`src/hw/rtl/hct_pkg.sv`:
```
`timescale 1ns / 1ps
`default_nettype none
// ----------------------------------------------------------------------------
// hct_pkg: shared types and constants of the handheld console timer
// Register addresses, item kinds, period table and the counting step record.
// ----------------------------------------------------------------------------
package hct_pkg;

   localparam int OP_W      = 2;
   localparam int ADDR_W    = 16;
   localparam int BYTE_W    = 8;
   localparam int CSUB_W    = 11;   // stored counter subcount
   localparam int CWORK_W   = 12;   // subcount plus one tick of cycles
   localparam int DSUB_W    = 9;    // divider subcount plus one tick

   localparam logic [ADDR_W-1:0] ADDR_DIV = 16'hFF04;
   localparam logic [ADDR_W-1:0] ADDR_CNT = 16'hFF05;
   localparam logic [ADDR_W-1:0] ADDR_RLD = 16'hFF06;
   localparam logic [ADDR_W-1:0] ADDR_CTL = 16'hFF07;

   localparam logic [BYTE_W-1:0] UNMAPPED_DATA = 8'hFF;
   localparam logic [BYTE_W-1:0] COUNTER_TOP   = 8'hFF;
   localparam int                ENABLE_BIT    = 2;

   typedef enum logic [OP_W-1:0] {
      OP_TICK  = 2'd0,
      OP_READ  = 2'd1,
      OP_WRITE = 2'd2,
      OP_NONE  = 2'd3
   } op_type;

   typedef enum logic [1:0] {
      SEL_1024 = 2'd0,
      SEL_16   = 2'd1,
      SEL_64   = 2'd2,
      SEL_256  = 2'd3
   } period_sel_type;

   // One pass of the shared counting unit
   typedef struct packed {
      logic                 ge;
      logic                 wrap;
      logic [CWORK_W-1:0]   diff;
      logic [BYTE_W-1:0]    counter_next;
   } step_type;

   function automatic logic [CSUB_W-1:0] period_of(input logic [1:0] sel);
      logic [CSUB_W-1:0] p;
      unique case (period_sel_type'(sel))
         SEL_1024: p = 11'd1024;
         SEL_16:   p = 11'd16;
         SEL_64:   p = 11'd64;
         SEL_256:  p = 11'd256;
         default:  p = 11'd1024;
      endcase
      return p;
   endfunction

endpackage
`default_nettype wire

```
`src/hw/rtl/hct_if.sv`:
```
`timescale 1ns / 1ps
`default_nettype none
// ----------------------------------------------------------------------------
// hct_req_if / hct_rsp_if: valid/ready channels of the timer
// Request items (tick, read, write) and result items (read data, interrupt).
// ----------------------------------------------------------------------------
interface hct_req_if;
   logic                   valid;
   logic                   ready;
   hct_pkg::op_type        op;
   logic [15:0]            address;
   logic [7:0]             write_data;
   logic [7:0]             elapsed_cycles;

   modport source (output valid, op, address, write_data, elapsed_cycles, input ready);
   modport sink   (input valid, op, address, write_data, elapsed_cycles, output ready);
endinterface

interface hct_rsp_if;
   logic                   valid;
   logic                   ready;
   logic [7:0]             read_data;
   logic                   irq_request;

   modport source (output valid, read_data, irq_request, input ready);
   modport sink   (input valid, read_data, irq_request, output ready);
endinterface
`default_nettype wire

```
`src/hw/rtl/hct_count_unit.sv`:
```
`timescale 1ns / 1ps
`default_nettype none
// ----------------------------------------------------------------------------
// hct_count_unit: shared compare/subtract/increment step
// Checks whether one whole period is held, takes it off and steps the counter.
// ----------------------------------------------------------------------------
module hct_count_unit (
   input  wire logic [hct_pkg::CWORK_W-1:0] csub,
   input  wire logic [hct_pkg::CSUB_W-1:0]  period,
   input  wire logic [hct_pkg::BYTE_W-1:0]  counter,
   input  wire logic [hct_pkg::BYTE_W-1:0]  reload,
   output hct_pkg::step_type                step
);
   import hct_pkg::*;

   logic [CWORK_W-1:0] period_ext;

   assign period_ext = {1'b0, period};

   always_comb begin
      step.ge   = (csub >= period_ext);
      step.diff = csub - period_ext;
      step.wrap = (counter == COUNTER_TOP);
      step.counter_next = step.wrap ? reload : counter + 8'd1;
   end

endmodule
`default_nettype wire

```
`src/hw/rtl/handheld_console_timer.sv`:
```
`timescale 1ns / 1ps
`default_nettype none
// ----------------------------------------------------------------------------
// handheld_console_timer: divider / counter / reload / control timer
// Bus-mapped timer stepped by tick items, with an overflow interrupt flag.
// ----------------------------------------------------------------------------
// Usage:
//   req_chan carries one item: a tick of elapsed_cycles, a read or a write of
//   the registers at 0xFF04..0xFF07. rsp_chan returns exactly one item per
//   request: read_data on a read (0xFF when unmapped), irq_request on a tick.
//   One item is in flight at a time; req_chan.ready is high only when idle.
//   Read, write and disabled-timer tick items pass through S_EXEC and S_DONE
//   to the result register; a new item is taken only after the last one has
//   moved from S_DONE to the output register. An enabled tick also loops in
//   S_LOOP, stepping the counter up to 16 times normally (at most 79 after the
//   period is shortened): the single compare/subtract unit takes one period
//   off the subcount per cycle.
//   The result sits in an output register; if the receiver stalls, the next
//   request is still taken and runs, and only its hand-over to the output
//   register waits until the old result is taken.
//   Synchronous reset clears all timer registers and empties the result
//   register.
// ----------------------------------------------------------------------------
module handheld_console_timer (
   input  wire logic  clock,
   input  wire logic  reset,
   hct_req_if.sink    req_chan,
   hct_rsp_if.source  rsp_chan
);
   import hct_pkg::*;

   typedef enum logic [1:0] {
      S_IDLE,
      S_EXEC,
      S_LOOP,
      S_DONE
   } state_type;

   state_type           state_ff, state_in;

   // latched item
   op_type              op_ff, op_in;
   logic [ADDR_W-1:0]   addr_ff, addr_in;
   logic [BYTE_W-1:0]   wdata_ff, wdata_in;
   logic [BYTE_W-1:0]   cycles_ff, cycles_in;

   // timer registers
   logic [BYTE_W-1:0]   div_ff, div_in;
   logic [BYTE_W-1:0]   div_sub_ff, div_sub_in;
   logic [BYTE_W-1:0]   counter_ff, counter_in;
   logic [BYTE_W-1:0]   reload_ff, reload_in;
   logic [BYTE_W-1:0]   control_ff, control_in;
   logic [CSUB_W-1:0]   csub_ff, csub_in;

   logic [CWORK_W-1:0]  work_ff, work_in;
   logic [BYTE_W-1:0]   rdata_ff, rdata_in;
   logic                irq_ff, irq_in;

   logic                rsp_valid_ff, rsp_valid_in;
   logic [BYTE_W-1:0]   rsp_data_ff, rsp_data_in;
   logic                rsp_irq_ff, rsp_irq_in;

   logic [DSUB_W-1:0]   dsum;
   logic                out_free;
   step_type            step;

   hct_count_unit u_count (
      .csub    (work_ff),
      .period  (period_of(control_ff[1:0])),
      .counter (counter_ff),
      .reload  (reload_ff),
      .step    (step)
   );

   assign req_chan.ready        = (state_ff == S_IDLE);
   assign rsp_chan.valid        = rsp_valid_ff;
   assign rsp_chan.read_data    = rsp_data_ff;
   assign rsp_chan.irq_request  = rsp_irq_ff;

   assign out_free = !rsp_valid_ff || rsp_chan.ready;
   assign dsum     = {1'b0, div_sub_ff} + {1'b0, cycles_ff};

   always_comb begin
      state_in     = state_ff;
      op_in        = op_ff;
      addr_in      = addr_ff;
      wdata_in     = wdata_ff;
      cycles_in    = cycles_ff;
      div_in       = div_ff;
      div_sub_in   = div_sub_ff;
      counter_in   = counter_ff;
      reload_in    = reload_ff;
      control_in   = control_ff;
      csub_in      = csub_ff;
      work_in      = work_ff;
      rdata_in     = rdata_ff;
      irq_in       = irq_ff;
      rsp_valid_in = rsp_valid_ff && !rsp_chan.ready;
      rsp_data_in  = rsp_data_ff;
      rsp_irq_in   = rsp_irq_ff;

      unique case (state_ff)
         S_IDLE: begin
            if (req_chan.valid) begin
               op_in     = req_chan.op;
               addr_in   = req_chan.address;
               wdata_in  = req_chan.write_data;
               cycles_in = req_chan.elapsed_cycles;
               state_in  = S_EXEC;
            end
         end
         S_EXEC: begin
            rdata_in = '0;
            irq_in   = 1'b0;
            state_in = S_DONE;
            unique case (op_ff)
               OP_TICK: begin
                  div_sub_in = dsum[BYTE_W-1:0];
                  if (dsum[BYTE_W]) begin
                     div_in = div_ff + 8'd1;
                  end
                  work_in = {1'b0, csub_ff} + {4'b0, cycles_ff};
                  if (control_ff[ENABLE_BIT]) begin
                     state_in = S_LOOP;
                  end
               end
               OP_READ: begin
                  unique case (addr_ff)
                     ADDR_DIV: rdata_in = div_ff;
                     ADDR_CNT: rdata_in = counter_ff;
                     ADDR_RLD: rdata_in = reload_ff;
                     ADDR_CTL: rdata_in = control_ff;
                     default:  rdata_in = UNMAPPED_DATA;
                  endcase
               end
               OP_WRITE: begin
                  unique case (addr_ff)
                     ADDR_DIV: begin
                        div_in     = '0;
                        div_sub_in = '0;
                     end
                     ADDR_CNT: counter_in = wdata_ff;
                     ADDR_RLD: reload_in  = wdata_ff;
                     ADDR_CTL: control_in = wdata_ff;
                     default:  ;
                  endcase
               end
               OP_NONE: ;
               default: ;
            endcase
         end
         S_LOOP: begin
            if (step.ge) begin
               work_in    = step.diff;
               counter_in = step.counter_next;
               irq_in     = irq_ff | step.wrap;
            end else begin
               csub_in  = work_ff[CSUB_W-1:0];
               state_in = S_DONE;
            end
         end
         S_DONE: begin
            if (out_free) begin
               rsp_valid_in = 1'b1;
               rsp_data_in  = rdata_ff;
               rsp_irq_in   = irq_ff;
               state_in     = S_IDLE;
            end
         end
         default: state_in = S_IDLE;
      endcase
   end

   always_ff @(posedge clock) begin
      if (reset) begin
         state_ff     <= S_IDLE;
         div_ff       <= '0;
         div_sub_ff   <= '0;
         counter_ff   <= '0;
         reload_ff    <= '0;
         control_ff   <= '0;
         csub_ff      <= '0;
         rsp_valid_ff <= 1'b0;
      end else begin
         state_ff     <= state_in;
         div_ff       <= div_in;
         div_sub_ff   <= div_sub_in;
         counter_ff   <= counter_in;
         reload_ff    <= reload_in;
         control_ff   <= control_in;
         csub_ff      <= csub_in;
         rsp_valid_ff <= rsp_valid_in;
      end
      op_ff       <= op_in;
      addr_ff     <= addr_in;
      wdata_ff    <= wdata_in;
      cycles_ff   <= cycles_in;
      work_ff     <= work_in;
      rdata_ff    <= rdata_in;
      irq_ff      <= irq_in;
      rsp_data_ff <= rsp_data_in;
      rsp_irq_ff  <= rsp_irq_in;
   end

endmodule
`default_nettype wire

```
`src/flat_wrapper.sv`:
```
// flat-port wrapper written by rule: the top's interface ports become plain ports
module handheld_console_timer_flat import hct_pkg::*;
  (clock, reset, req_chan_valid, req_chan_op, req_chan_address, req_chan_write_data, req_chan_elapsed_cycles, req_chan_ready, rsp_chan_valid, rsp_chan_read_data, rsp_chan_irq_request, rsp_chan_ready);
  hct_req_if req_chan_i ();
  hct_rsp_if rsp_chan_i ();
  input  wire logic clock;
  input  wire logic reset;
  input wire logic [$bits(req_chan_i.valid)-1:0] req_chan_valid;
  input wire logic [$bits(req_chan_i.op)-1:0] req_chan_op;
  input wire logic [$bits(req_chan_i.address)-1:0] req_chan_address;
  input wire logic [$bits(req_chan_i.write_data)-1:0] req_chan_write_data;
  input wire logic [$bits(req_chan_i.elapsed_cycles)-1:0] req_chan_elapsed_cycles;
  output wire logic [$bits(req_chan_i.ready)-1:0] req_chan_ready;
  output wire logic [$bits(rsp_chan_i.valid)-1:0] rsp_chan_valid;
  output wire logic [$bits(rsp_chan_i.read_data)-1:0] rsp_chan_read_data;
  output wire logic [$bits(rsp_chan_i.irq_request)-1:0] rsp_chan_irq_request;
  input wire logic [$bits(rsp_chan_i.ready)-1:0] rsp_chan_ready;
  assign req_chan_i.valid = req_chan_valid;
  assign req_chan_i.op = req_chan_op;
  assign req_chan_i.address = req_chan_address;
  assign req_chan_i.write_data = req_chan_write_data;
  assign req_chan_i.elapsed_cycles = req_chan_elapsed_cycles;
  assign req_chan_ready = req_chan_i.ready;
  assign rsp_chan_valid = rsp_chan_i.valid;
  assign rsp_chan_read_data = rsp_chan_i.read_data;
  assign rsp_chan_irq_request = rsp_chan_i.irq_request;
  assign rsp_chan_i.ready = rsp_chan_ready;
  handheld_console_timer u_core (.clock(clock), .reset(reset), .req_chan(req_chan_i), .rsp_chan(rsp_chan_i));
endmodule
```
`config.mk`:
```
export PLATFORM = sky130hd
export DESIGN_NAME = handheld_console_timer_flat
export DESIGN_NICKNAME = d
export VERILOG_FILES = /design/src/hw/rtl/hct_pkg.sv /design/src/hw/rtl/hct_if.sv /design/src/hw/rtl/hct_count_unit.sv /design/src/hw/rtl/handheld_console_timer.sv /design/src/flat_wrapper.sv
export SDC_FILE = /design/constraint.sdc
export NUM_CORES = 1
export LEC_CHECK = 0
export BUFFER_PORTS_ARGS = -buffer_cell sky130_fd_sc_hd__buf_2
export CAP_MARGIN = 40
export CORE_ASPECT_RATIO = 1.75
export CORE_MARGIN = 4
export CORE_UTILIZATION = 60
export CTS_CLUSTER_SIZE = 16
export DETAILED_ROUTE_END_ITERATION = 16
export GPL_ROUTABILITY_DRIVEN = 0
export HOLD_SLACK_MARGIN = 0.12
export MAX_ROUTING_LAYER = met4
export PLACE_DENSITY_LB_ADDON = 0.1
export SLEW_MARGIN = 20
export SYNTH_ARGS = -nofsm -noshare
export SYNTH_HDL_FRONTEND = slang
export SYNTH_SLANG_ARGS = --single-unit
```
`constraint.sdc`:
```
create_clock -name clock -period 3.35 [get_ports clock]
set_input_delay 0.8375 -clock clock [delete_from_list [all_inputs] [get_ports clock]]
set_output_delay 0.8375 -clock clock [all_outputs]
set_load 0.1 [all_outputs]
```
==> reports/metrics.csv <==
metric,value,unit
outcome,"complete, no violations",
post-synth cell types,63,
Static Leakage,2.64,nW
vias in the first global route,4546,
main area contributors after synthesis,"edfxtp_1 33%, dfxtp_1 18%, ha_1 5.8%",
Final Worst Setup Slack,0.705,ns
Mean Syn Cell Area,10.7,um^2
via count,4506,
synth cell count leaders,"67 x nor2_1, 64 x edfxtp_1, 54 x dfxtp_1",
later-pin clock latency in the skew report,0.41,ns
peak supply drop,516,uV
CTS tree,yes,
drt via density,6.12,
HP Start,u_core.rdata_ff[3],
CP Capture Point,u_core.counter_ff[7],
Setup crit end kind,flip-flop,
required time of the critical path,3.65,ns
Die Area,11500,um^2
TritonCTS Buffers,17,
chip width,82.6,um
core box area,9470,um^2
grt ovf,0,
Routed WL,13800,um
Initial DRC Count,276,
r2r setup slk,0.70,ns
Post-CTS Setup Repair Bufs,0,
Final setup viols,0,
wire length of the first global-routing pass,22300,um
async set-reset flop share out of synthesis,0,
PD cells,775,nW/um^2
Synth-to-Final Area Change,16.0,%
Max Slew Vio Count,0,
slew margin rel.,0.412,
drt pass-1 iters,5,
FP Rows,47,
Post-synth EDFFs,64,
CP Launch Point,u_core.control_ff[0],
Synthesis Warnings,0,
Max clock buf depth,2,
"Arr. time, crit path",2.95,ns
f_max,378,MHz
Setup TNS,0,ns
critical path type,reg -> reg,
pre-CTS setup slack,0.683,ns
final core occ,0.717,
hold buffer count at CTS,0,
antenna cell count,0,
Tmin final,2.65,ns
"Hold Violations, Final",0,
Worst R2R End,u_core.counter_ff[7],
register area share after synthesis,0.513,
Die Span Y,139,um
unrepaired setup endpoints after global routing,no,
Final nets,668,
# resized after CTS,0,
GRT Util Overall,0.265,
Syn Nets,614,
initial antenna violation count,0,
Synth Cell Area,5850,um^2
H-tree Lvls,4,
top-area cell type share of the netlist area,0.329,
Final Skew,0.00756,ns
Remaining DRCs,0,
routed len/inst,18.8,um
HP Class,reg -> reg,
layout cells sized above 1,0.171,
Root Driver,clkbuf_16,
period utilization,0.790,
Ports,49,
Starting Density,0.618,
number of fill cells in the layout,715,
CP Max Fanout,6,
Max Cap Viol,0,
clk sinks,118,
hpwl dp,9740,um
r2r worst-path depth,7,
Worst-Margin Slew,0.870,ns
Synth area leader,edfxtp_1,
Detail Route Antenna Nets,0,
most common cell in the netlist,nor2_1,
Clock transition at path regs,0.06,ns
top_reg_cell synth,edfxtp_1,
largest net degree at the start of global routing,50,
Post-Synthesis Cells,547,
crit start category,flip-flop,
Seq cells post-synth,118,
Port-buffer cells,48,
hold path depth,0,
FF-to-FF Start,u_core.control_ff[0],
-- cell type report --
cell class / count / area (um^2) / area share
clock buffer: 19 / 443 / 0.0653
sequential: 118 / 3000 / 0.443
tap: 122 / 153 / 0.0225
multi-input combinational: 392 / 2690 / 0.397
inverter: 15 / 56.3 / 0.00830
timing repair buffer: 57 / 304 / 0.0448
clock inverter: 13 / 133 / 0.0195
-- power by group --
group	internal, W	total [W]	switching, W	leakage, nW
clock	0.00111	0.00175	0.000647	0.264
sequential	0.00188	0.00210	0.000219	1.04
combinational	0.000482	0.00140	0.000918	1.34
-- how the worst min path moves through the flow --
stage / end
after detailed placement: u_core.rsp_chan.read_data[3]
after global routing: u_core.rsp_chan.read_data[0]
after global placement: u_core.rsp_chan.read_data[1]
final: u_core.rsp_chan.read_data[3]
after CTS: u_core.rsp_chan.read_data[1]
after floorplan: u_core.rsp_chan.read_data[0]
-- critical path, stage by stage, from the launching register on --
cell	delay (ns)
dfxtp_1	0.34
or2_2	0.31
ha_1	0.22
or4_1	0.54
o32a_1	0.23
o31a_1	0.14
o21ai_2	0.37
mux2_2	0.38
-- placed cells by master, fill, tap and decap left out, drive strengths merged, types with 5 or more instances in the layout --
cell type and n:
nand3 31, nand2b 11, o21ai 28, nor2b 7
a21oi 36, a31oi 10, xnor2 11, o211ai 6
nand2 32, xor2 9, edfxtp 64, nor2 67
and3 7, dfxtp 54, clkinvlp 6, inv 14
buf 57, clkinv 6, a211oi 5, ha 27
mux2i 24, or3 7, clkbuf 19, mux4 8
-- sequential cells by signal, indices dropped and copies added, names as in the netlist --
register / count
u_core.wdata_ff: 8
u_core.div_ff: 8
u_core.rsp_chan.valid: 1
u_core.counter_ff: 8
u_core.div_sub_ff: 8
u_core.cycles_ff: 8
u_core.control_ff: 8
u_core.rsp_chan.irq_request: 1
u_core.csub_ff: 11
u_core.rsp_chan.read_data: 8
u_core.op_ff: 2
u_core.reload_ff: 8
u_core.rdata_ff: 8
u_core.work_ff: 12
u_core.addr_ff: 16
u_core.state_ff: 2
u_core.irq_ff: 1
-- through the flow --
step / instance area [um^2] / cells / hold slack, ns / power [W]
after floorplan: 5850 / 547 / 0.400 / 0.00311
after global placement: 6200 / 703 / 0.408 / 0.00345
after detailed placement: 6210 / 704 / 0.405 / 0.00350
after CTS: 6780 / 736 / 0.415 / 0.00526
after global routing: 6780 / 736 / 0.435 / 0.00551
final: 6780 / 736 / 0.416 / 0.00525
-- layer usage --
metal | part of all wire | global-route usage | up-vias | wire [um]
met5 | 0 | - | - | 0
li1 | - | - | 2145 | -
met4 | 0.038 | 0.133 | 0 | 525
met2 | 0.53 | 0.436 | 171 | 7320
met1 | 0.38 | 0.299 | 2147 | 5240
met3 | 0.053 | 0.0514 | 43 | 738
-- kinds of logic after synthesis --
kind of cell,after synthesis,share of synthesized area
and+or+nand+nor,186,0.154
AOI/OAI and AO/OA,124,0.138
DFF,118,0.513
buffers and inverters,37,0.0263
muxes,33,0.0738
adders and majority gates,29,0.0646
xor gates and xnor gates,20,0.0299
(Power assumes the default switching activity.)
